[config.mk]
export PLATFORM = sky130hd
export DESIGN_NAME = atlr_cell
export DESIGN_NICKNAME = d
export VERILOG_FILES = /design/src/sv/atlr_pkg.sv /design/src/sv/atlr_cell.sv
export SDC_FILE = /design/constraint.sdc
export NUM_CORES = 1
export LEC_CHECK = 0
export ABC_AREA = 1
export BUFFER_PORTS_ARGS = -buffer_cell sky130_fd_sc_hd__buf_4
export CORE_MARGIN = 4
export CORE_UTILIZATION = 54
export CTS_CLUSTER_SIZE = 16
export DETAILED_ROUTE_END_ITERATION = 12
export PLACE_DENSITY = 0.88
export SLEW_MARGIN = 10
export SYNTH_ARGS = -nofsm -noshare
export SYNTH_HDL_FRONTEND = slang
export SYNTH_SLANG_ARGS = --single-unit
[constraint.sdc]
create_clock -name clk -period 4.21 [get_ports clk]
set_input_delay 0.842 -clock clk [delete_from_list [all_inputs] [get_ports clk]]
set_output_delay 0.842 -clock clk [all_outputs]
set_load 0.05 [all_outputs]
[src/sv/atlr_pkg.sv]
`default_nettype none
package atlr_pkg;

  // table size and derived widths
  localparam int ENTRIES = 16;
  localparam int IDX_W   = (ENTRIES > 1) ? $clog2(ENTRIES) : 1;
  localparam int CNT_W   = $clog2(ENTRIES + 1);

  // fixed field widths
  localparam int KEY_W  = 16;
  localparam int TAG_W  = 32;
  localparam int TIME_W = 32;
  localparam int USE_W  = 32;
  localparam int TOT_W  = 32;
  localparam int SLOT_W = 4;
  localparam int OCC_W  = 5;

  typedef enum logic [1:0] {
    OP_ADD    = 2'd0,
    OP_GET    = 2'd1,
    OP_TOUCH  = 2'd2,
    OP_REMOVE = 2'd3
  } op_t;

  typedef enum logic [2:0] {
    ST_ADDED_FREE  = 3'd0,
    ST_ADDED_EVICT = 3'd1,
    ST_PRESENT     = 3'd2,
    ST_HIT         = 3'd3,
    ST_NOT_FOUND   = 3'd4,
    ST_REMOVED     = 3'd5
  } status_t;

  typedef enum logic [1:0] {
    CMD_FILL,
    CMD_REFRESH,
    CMD_CLEAR
  } cmd_kind_t;

  typedef enum logic [1:0] {
    S_IDLE,
    S_SCAN,
    S_DONE
  } state_t;

  // input item
  typedef struct packed {
    logic [1:0]        operation;
    logic [KEY_W-1:0]  key;
    logic [TAG_W-1:0]  title_tag;
    logic [TIME_W-1:0] now;
  } in_item_t;

  // result item
  typedef struct packed {
    logic [2:0]        status;
    logic [SLOT_W-1:0] slot;
    logic [KEY_W-1:0]  evicted_key;
    logic [OCC_W-1:0]  occupancy;
    logic [TOT_W-1:0]  hit_total;
    logic [TOT_W-1:0]  miss_total;
  } out_item_t;

  // query broadcast to every cell
  typedef struct packed {
    logic              by_tag;
    logic              policy;
    logic [KEY_W-1:0]  key;
    logic [TAG_W-1:0]  title_tag;
    logic [TIME_W-1:0] now;
  } query_t;

  // write command broadcast to every cell
  typedef struct packed {
    logic             en;
    cmd_kind_t        kind;
    logic [IDX_W-1:0] idx;
  } cmd_t;

  // running search result handed from cell to cell
  typedef struct packed {
    logic             match_found;
    logic [IDX_W-1:0] match_idx;
    logic             free_found;
    logic [IDX_W-1:0] free_idx;
    logic             vic_found;
    logic [IDX_W-1:0] vic_idx;
    logic [USE_W-1:0] vic_val;
    logic [KEY_W-1:0] vic_key;
  } carry_t;

  function automatic logic [31:0] sat_inc32(input logic [31:0] v);
    sat_inc32 = (v == 32'hFFFF_FFFF) ? v : v + 32'd1;
  endfunction

endpackage
`default_nettype wire

[src/sv/atlr_cell.sv]
`default_nettype none
module atlr_cell
  import atlr_pkg::*;
(
  input  wire logic             clk,
  input  wire logic             rst_n,
  input  wire logic [IDX_W-1:0] cell_idx,
  input  wire query_t           query,
  input  wire cmd_t             cmd,
  input  wire carry_t           carry_in,
  output carry_t                carry_out
);

  logic              valid_r, valid_nxt;
  logic [KEY_W-1:0]  key_r, key_nxt;
  logic [TAG_W-1:0]  tag_r, tag_nxt;
  logic [TIME_W-1:0] time_r, time_nxt;
  logic [USE_W-1:0]  use_r, use_nxt;
  carry_t            carry_r, carry_nxt;

  logic              hit_here;
  logic [USE_W-1:0]  my_val;
  logic              take_me;

  // slot update on a write command aimed here
  always_comb begin
    valid_nxt = valid_r;
    key_nxt   = key_r;
    tag_nxt   = tag_r;
    time_nxt  = time_r;
    use_nxt   = use_r;
    if (cmd.en && (cmd.idx == cell_idx)) begin
      case (cmd.kind)
        CMD_FILL: begin
          valid_nxt = 1'b1;
          key_nxt   = query.key;
          tag_nxt   = query.title_tag;
          time_nxt  = query.now;
          use_nxt   = USE_W'(1);
        end
        CMD_REFRESH: begin
          time_nxt = query.now;
          use_nxt  = sat_inc32(use_r);
        end
        CMD_CLEAR: begin
          valid_nxt = 1'b0;
          time_nxt  = '0;
          use_nxt   = '0;
        end
        default: begin
          valid_nxt = valid_r;
        end
      endcase
    end
  end

  // fold this slot into the running search result
  always_comb begin
    hit_here = valid_r && (query.by_tag ? (tag_r == query.title_tag)
                                        : (key_r == query.key));
    my_val   = query.policy ? use_r : time_r;
    take_me  = !carry_in.vic_found || (my_val < carry_in.vic_val);

    carry_nxt = carry_in;
    if (!carry_in.match_found && hit_here) begin
      carry_nxt.match_found = 1'b1;
      carry_nxt.match_idx   = cell_idx;
    end
    if (!carry_in.free_found && !valid_r) begin
      carry_nxt.free_found = 1'b1;
      carry_nxt.free_idx   = cell_idx;
    end
    if (take_me) begin
      carry_nxt.vic_found = 1'b1;
      carry_nxt.vic_idx   = cell_idx;
      carry_nxt.vic_val   = my_val;
      carry_nxt.vic_key   = key_r;
    end
  end

  // control state and counters
  always_ff @(posedge clk) begin
    if (!rst_n) begin
      valid_r <= 1'b0;
      time_r  <= '0;
      use_r   <= '0;
    end else begin
      valid_r <= valid_nxt;
      time_r  <= time_nxt;
      use_r   <= use_nxt;
    end
  end

  // payload
  always_ff @(posedge clk) begin
    key_r   <= key_nxt;
    tag_r   <= tag_nxt;
    carry_r <= carry_nxt;
  end

  assign carry_out = carry_r;

endmodule
`default_nettype wire

==> results.py, run 1 <==
metrics = {
    "synthesis": {
        "synth-edff-count": 48,
        "yosysTopAreaCell": "dfxtp_1",
        "yosysWarningCount": 0,
        "ys_top_cells_by_area": "dfxtp_1 (29%), edfxtp_1 (17%), nand2_1 (14%)",
        "synth-async-reset-ratio": 0,
        "synth_cells": 1136,
        "syn_nets": 1330,
        "ys.flop_type": "dfxtp_1",
        "synth_cell_types": 41,
        "ys_seq_area_frac": 0.459,
        "syn_area_mm2": 0.00873,
        "synth_top_area_frac": 0.293,
        "ys_seq_elements": 176,
        "synth_area_per_cell_um2": 7.69,
    },
    "clock_network": {
        "numCtsBuffers": 17,
        "root_buffer": "clkbuf_16",
        "ctsHoldBuffers": 0,
        "ctsResizeCount": 0,
        "post_cts.repair.setup_buffers": 0,
        "clock_latency_ns": 0.44,
        "cts_tree": "built",
        "clk_pin_slew_worst_paths_ns": 0.07,
        "clock_sinks": 176,
        "cts_buffer_depth": 2,
        "htreeDepth": 4,
    },
    "sta": {
        "final-setup-viol-count": 0,
        "max_slew_margin": 0.273,
        "fmax_mhz": 330,
        "worst_slew_pin_slew_ns": 1.09,
        "min_period_ns": 3.03,
        "hold_viol_final": 0,
        "setup_tns_ns": 0,
        "rsz0062_at_grt": "no",
        "postLayoutSetupSlackWorst_ns": 1.18,
        "period_share": 0.720,
        "report.final.slew_viol_count": 0,
        "skew_ns": 0.0101,
    },
    "worst_setup_path": {
        "worst_path_largest_cell_delay_ns": 0.48,
        "path_delay_family": "buffers and inverters",
        "worst_path_most_repeated_cell": "nand2_1",
        "arrival_ns": 3.41,
        "cp.required_ns": 4.59,
        "critPathLaunch": "query[80]",
        "worstSetupPathType": "input port to flip-flop",
        "path_buf_inv": 4,
        "cp-end-kind": "flip-flop",
        "path_max_fanout": 52,
        "path_cells": "buf_4 > inv_1 > buf_4 > o21ai_0 > ha_1 > nand2_1 > nor2_1 > nand2_1 > nor4_1 > nand2_1 > nand2_2 > buf_4 > nand3_1 > nand2_1",
        "reg2reg_from": "use_r[5]$_SDFFE_PN0P_",
        "slowest_stage": "buf_4",
        "cp-start-kind": "input port",
    },
    "floorplanning": {
        "core.rowCount": 46,
        "die_h_um": 135,
        "num_io_pins": 221,
        "start_util": 0.550,
        "core_mm2": 0.0159,
        "die_area_mm2": 0.0183,
        "fp.dieW_um": 135,
    },
    "min_path": {
        "worstHoldStart": "time_r[30]$_SDFFE_PN0P_",
        "hp-class": "flip-flop to flip-flop",
    },
    "final_layout": {
        "syn2layout_area_growth_pct": 27.5,
        "layout-drive-gt1-share": 0.220,
        "mostFrequentLayoutCells": "nand2_1 (318), buf_4 (227), dfxtp_1 (128)",
        "post-route-util": 0.701,
        "final_common_cell": "nand2_1",
        "finalNetCount": 1535,
    },
    "global_routing": {
        "antenna_found_initial": 1,
        "grt_max_degree": 54,
        "grt_pass1_wl_um": 42200,
        "grt_pass1_vias": 8158,
        "grt_use_total": 0.298,
        "overflow": 0,
    },
    "detailed_routing": {
        "wire_per_inst_um": 17.3,
        "vias": 8470,
        "drt-initial-drc-count": 963,
        "ant_nets": 0,
        "drc": 0,
        "firstDrtPassIters": 6,
        "viasPerCell": 5.39,
        "wirelength_um": 27300,
    },
    "pwr": {
        "combPwrFrac": 0.099,
        "p_seq_frac": 0.475,
        "swShare": 0.258,
        "leakage_nw": 4.96,
        "vdd_ir_drop_max_v": 0.000299,
        "clockPowerShare": 0.426,
        "power_mw": 3.72,
        "p_int_mw": 2.76,
        "power.switching_mw": 0.959,
        "p_per_area_mw_per_mm2": 334,
    },
    "placed_design": {
        "dpl.hpwl_um": 20600,
        "gp_congestion": 0.966,
        "pre_cts_slack_ns": 0.775,
        "portBuffers": 220,
    },
    "status": {
        "status": "finished clean",
    },
    "job": {
        "cap_viol_max_count": 0,
    },
}
## registers in the layout (all words and copies together), names as in the netlist
name	flops
tag_r	32
valid_r	1
time_r	32
carry_out	63
key_r	16
use_r	32
## worst min-delay path, cell delays in order, from the launching register on
cell and delay, ns:
dfxtp_1 0.31, nand2_1 0.06, a21oi_1 0.05
## synth_stat cells (all sizes together) (4+ instances only)
cell,instances
a21oi,70
buf,18
clkbuf,24
clkinv,4
dfxtp,128
edfxtp,48
ha,36
inv,119
nand2,324
nand3,117
nand4,14
nor2,92
nor3,24
nor4,5
o21ai,42
or2,11
xnor2,27
xor2,20
## layer usage
metal  global-route usage  wire length (um)  vias to the layer above
met2                0.499             13200                      412
li1                     -                 -                     4091
met3               0.0658              2430                       79
met4                0.166              1360                        0
met1                0.357             10300                     3888
met5                    0                 0                        -
## stage by stage
| stage | cells | instance area [um2] | hold WS [ns] |
|---|---|---|---|
| 2_1_floorplan | 1136 | 8730 | 0.437 |
| 3_3_place_gp | 1538 | 10500 | 0.450 |
| 3_5_place_dp | 1538 | 10500 | 0.458 |
| 4_1_cts | 1570 | 11100 | 0.468 |
| 5_1_grt | 1571 | 11100 | 0.486 |
| 6_report | 1571 | 11100 | 0.466 |
## layout make-up
| type | instances | area, um2 |
|---|---|---|
| Timing Repair Buffer | 228 | 1720 |
| Multi-Input combinational cell | 795 | 4080 |
| Clock inverter | 15 | 165 |
| Inverter | 123 | 462 |
| Clock buffer | 17 | 425 |
| Tap cell | 216 | 270 |
| Antenna cell | 1 | 2.50 |
| Fill cell | 1246 | 4750 |
| Sequential cell | 176 | 4000 |
## path summary, 6_finish.rpt
check                                  to  slack, ns  cells after the start
setup / recovery    carry_out[10]$_DFF_P_       1.18                     14
hold / removal    time_r[30]$_SDFFE_PN0P_       0.47                      2
setup reg to reg    carry_out[44]$_DFF_P_       1.53                     15
hold reg to reg   time_r[30]$_SDFFE_PN0P_       0.47                      2
## power groups by stage
stage	Combinational, mW	Sequential [mW]	Clock (mW)
2_1_floorplan	0.124	1.85	0
3_3_place_gp	0.351	1.81	0
3_5_place_dp	0.361	1.81	0
4_1_cts	0.366	1.77	1.60
5_1_grt	0.397	1.77	1.67
6_report	0.367	1.77	1.59
## cells by family after synthesis
| logic type | share of synthesized area |
|---|---|
| AOI/OAI and AO/OA | 0.0731 |
| xor gates and xnor gates | 0.0471 |
| DFF | 0.459 |
| buffers and inverters | 0.0752 |
| muxes | 0.00129 |
| and+or+nand+nor | 0.293 |
| adders and majority gates | 0.0516 |
| other | 0.000429 |
Power figures use the tool's default switching activity.
==> run 2: changes to the inputs <==
--- a/config.mk
+++ b/config.mk
@@ -8,10 +8,10 @@
 export ABC_AREA = 1
 export BUFFER_PORTS_ARGS = -buffer_cell sky130_fd_sc_hd__buf_4
 export CORE_MARGIN = 4
-export CORE_UTILIZATION = 54
+export CORE_UTILIZATION = 48
 export CTS_CLUSTER_SIZE = 16
 export DETAILED_ROUTE_END_ITERATION = 12
-export PLACE_DENSITY = 0.88
+export PLACE_DENSITY = 0.83
 export SLEW_MARGIN = 10
 export SYNTH_ARGS = -nofsm -noshare
 export SYNTH_HDL_FRONTEND = slang
==> constraint.sdc (replaced) <==
create_clock -name clk -period 2.5 [get_ports clk]
set_input_delay 0.5 -clock clk [delete_from_list [all_inputs] [get_ports clk]]
set_output_delay 0.5 -clock clk [all_outputs]
set_load 0.05 [all_outputs]
==> run 2 against run 1 <==
Non-clock buffer count up 63. Largest cell class unchanged. First-iteration DRC count is 27% lower. Power grew 66%. Clock power grew 62%. Via count rose by 0.81%. Final cell count grew 5.0%. Design area rose by 5.0%. Critical path type unchanged. Worst setup slack lost 1.0 ns. Largest power group unchanged. Sequential share of layout area down 1.7 points. Critical path depth grew 2.
==> results.py, run 2 (same netlist as run 1, synthesis figures left out) <==
metrics = {
    "final_layout": {
        "layout-drive-gt1-share": 0.255,
        "finalNetCount": 1598,
        "post-route-util": 0.653,
        "mostFrequentLayoutCells": "nand2_1 (318), buf_4 (284), dfxtp_1 (128)",
        "final_common_cell": "nand2_1",
        "regArea_mm2": 0.00400,
        "syn2layout_area_growth_pct": 33.9,
        "largest_reg_flops": 63,
        "multi_input_area_mm2": 0.00408,
        "fillCellCount": 1465,
    },
    "worst_setup_path": {
        "critPathLaunch": "query[80]",
        "arrival_ns": 2.64,
        "cp-start-kind": "input port",
        "cp-end-kind": "flip-flop",
        "worstSetupPathType": "input port to flip-flop",
        "reg2reg_from": "use_r[27]$_SDFFE_PN0P_",
        "path_max_fanout": 32,
        "cp.required_ns": 2.81,
    },
    "placed_design": {
        "dpl.hpwl_um": 21400,
        "gp_congestion": 0.929,
        "portBuffers": 220,
    },
    "detailed_routing": {
        "viasPerCell": 5.18,
        "ant_nets": 0,
        "firstDrtPassIters": 6,
        "drt-initial-drc-count": 706,
        "wirelength_um": 26800,
        "drc": 0,
        "wire_per_inst_um": 16.3,
        "vias": 8539,
    },
    "clock_network": {
        "root_buffer": "clkbuf_16",
        "cts_tree": "built",
        "htreeDepth": 4,
        "clk_pin_slew_worst_paths_ns": 0.07,
        "numCtsBuffers": 17,
        "post_cts.repair.setup_buffers": 0,
        "ctsResizeCount": 0,
        "clock_latency_ns": 0.43,
        "cts_buffer_depth": 2,
        "ctsHoldBuffers": 0,
        "clock_sinks": 176,
    },
    "global_routing": {
        "grt_pass1_wl_um": 41300,
        "antenna_found_initial": 4,
        "grt_max_degree": 45,
        "grt_pass1_vias": 8195,
        "grt_use_total": 0.259,
        "overflow": 0,
    },
    "floorplanning": {
        "num_io_pins": 221,
        "core_mm2": 0.0179,
        "fp.dieW_um": 143,
        "core.rowCount": 49,
        "die_area_mm2": 0.0204,
        "start_util": 0.488,
        "die_h_um": 143,
    },
    "min_path": {
        "hp-class": "input port to flip-flop",
        "worstHoldStart": "query[39]",
    },
    "sta": {
        "fmax_mhz": 430,
        "period_share": 0.930,
        "hold_viol_final": 0,
        "report.final.slew_viol_count": 0,
        "final-setup-viol-count": 0,
        "rsz0062_at_grt": "no",
        "setup_tns_ns": 0,
        "skew_ns": 0.0164,
        "min_period_ns": 2.32,
    },
    "job": {
        "cap_viol_max_count": 0,
    },
    "pwr": {
        "leakage_nw": 5.29,
        "p_per_area_mw_per_mm2": 530,
        "vdd_ir_drop_max_v": 0.000475,
    },
    "status": {
        "status": "finished clean",
    },
}
==> run 2: changes by cell type in the layout (fill, tap and decap cells not counted) <==
cell / delta
nor2_1: -1
buf_4: +57
clkinvlp_4: +1
bufinv_16: -1
nor2_2: +1
o21ai_0: -9
clkinv_8: +2
o21ai_1: +9
clkinv_4: -1
clkinv_1: +1
diode_2: +3
buf_12: +6
inv_6: -2
==> run 2: worst max-delay path: stages <==
cell and delay [ns]:
buf_4 0.09, inv_1 0.05, buf_12 0.16, buf_4 0.15
o21ai_0 0.29, ha_1 0.31, nand2_1 0.09, o21ai_0 0.13
nand2_1 0.08, o211ai_1 0.08, a31oi_1 0.17, nand2_2 0.09
buf_4 0.17, buf_12 0.14, nand3_1 0.07, nand2_1 0.06
==> run 2: report_power, final <==
part | switching [mW] | internal [mW]
combinational | 0.349 | 0.296
clock | 1.25 | 1.33
sequential | 0.0160 | 2.96
==> run 2: layout make-up <==
type                            count  share of cell area
Antenna cell                        4            0.000856
Sequential cell                   176               0.342
Clock buffer                       17              0.0364
Timing Repair Buffer              291               0.194
Tap cell                          229              0.0245
Inverter                          123              0.0395
Clock inverter                     15              0.0131
Multi-Input combinational cell    795               0.349
==> run 2: path summary, 6_finish.rpt <==
| kind | cells past startpoint | slack, ns | to |
|---|---|---|---|
| min reg2reg | 2 | 0.47 | time_r[2]$_SDFFE_PN0P_ |
| min | 1 | 0.26 | tag_r[7]$_DFFE_PP_ |
| max | 16 | 0.18 | carry_out[8]$_DFF_P_ |
| max reg2reg | 13 | 0.21 | carry_out[8]$_DFF_P_ |
==> run 2: per-stage QoR <==
step | std cells | cell area, um2 | hold slack [ns] | power [mW] | worst slack, ns
global placement | 1614 | 11100 | 0.454 | 3.67 | -0.311
detailed placement | 1614 | 11100 | 0.457 | 3.68 | -0.335
finish | 1650 | 11700 | 0.259 | 6.19 | 0.176
global route | 1650 | 11700 | 0.237 | 6.43 | 0.00145
CTS | 1646 | 11700 | 0.245 | 6.24 | 0.114
floorplan | 1136 | 8770 | 0.437 | 3.33 | -0.0398
==> run 2: routing by layer <==
metal  global-route usage  up-vias  share of wire
li1                     -     4222              -
met1                0.312     3867           0.39
met2                0.433      374           0.48
met3               0.0573       76          0.090
met4                0.135        0          0.047
met5                    0        -              0
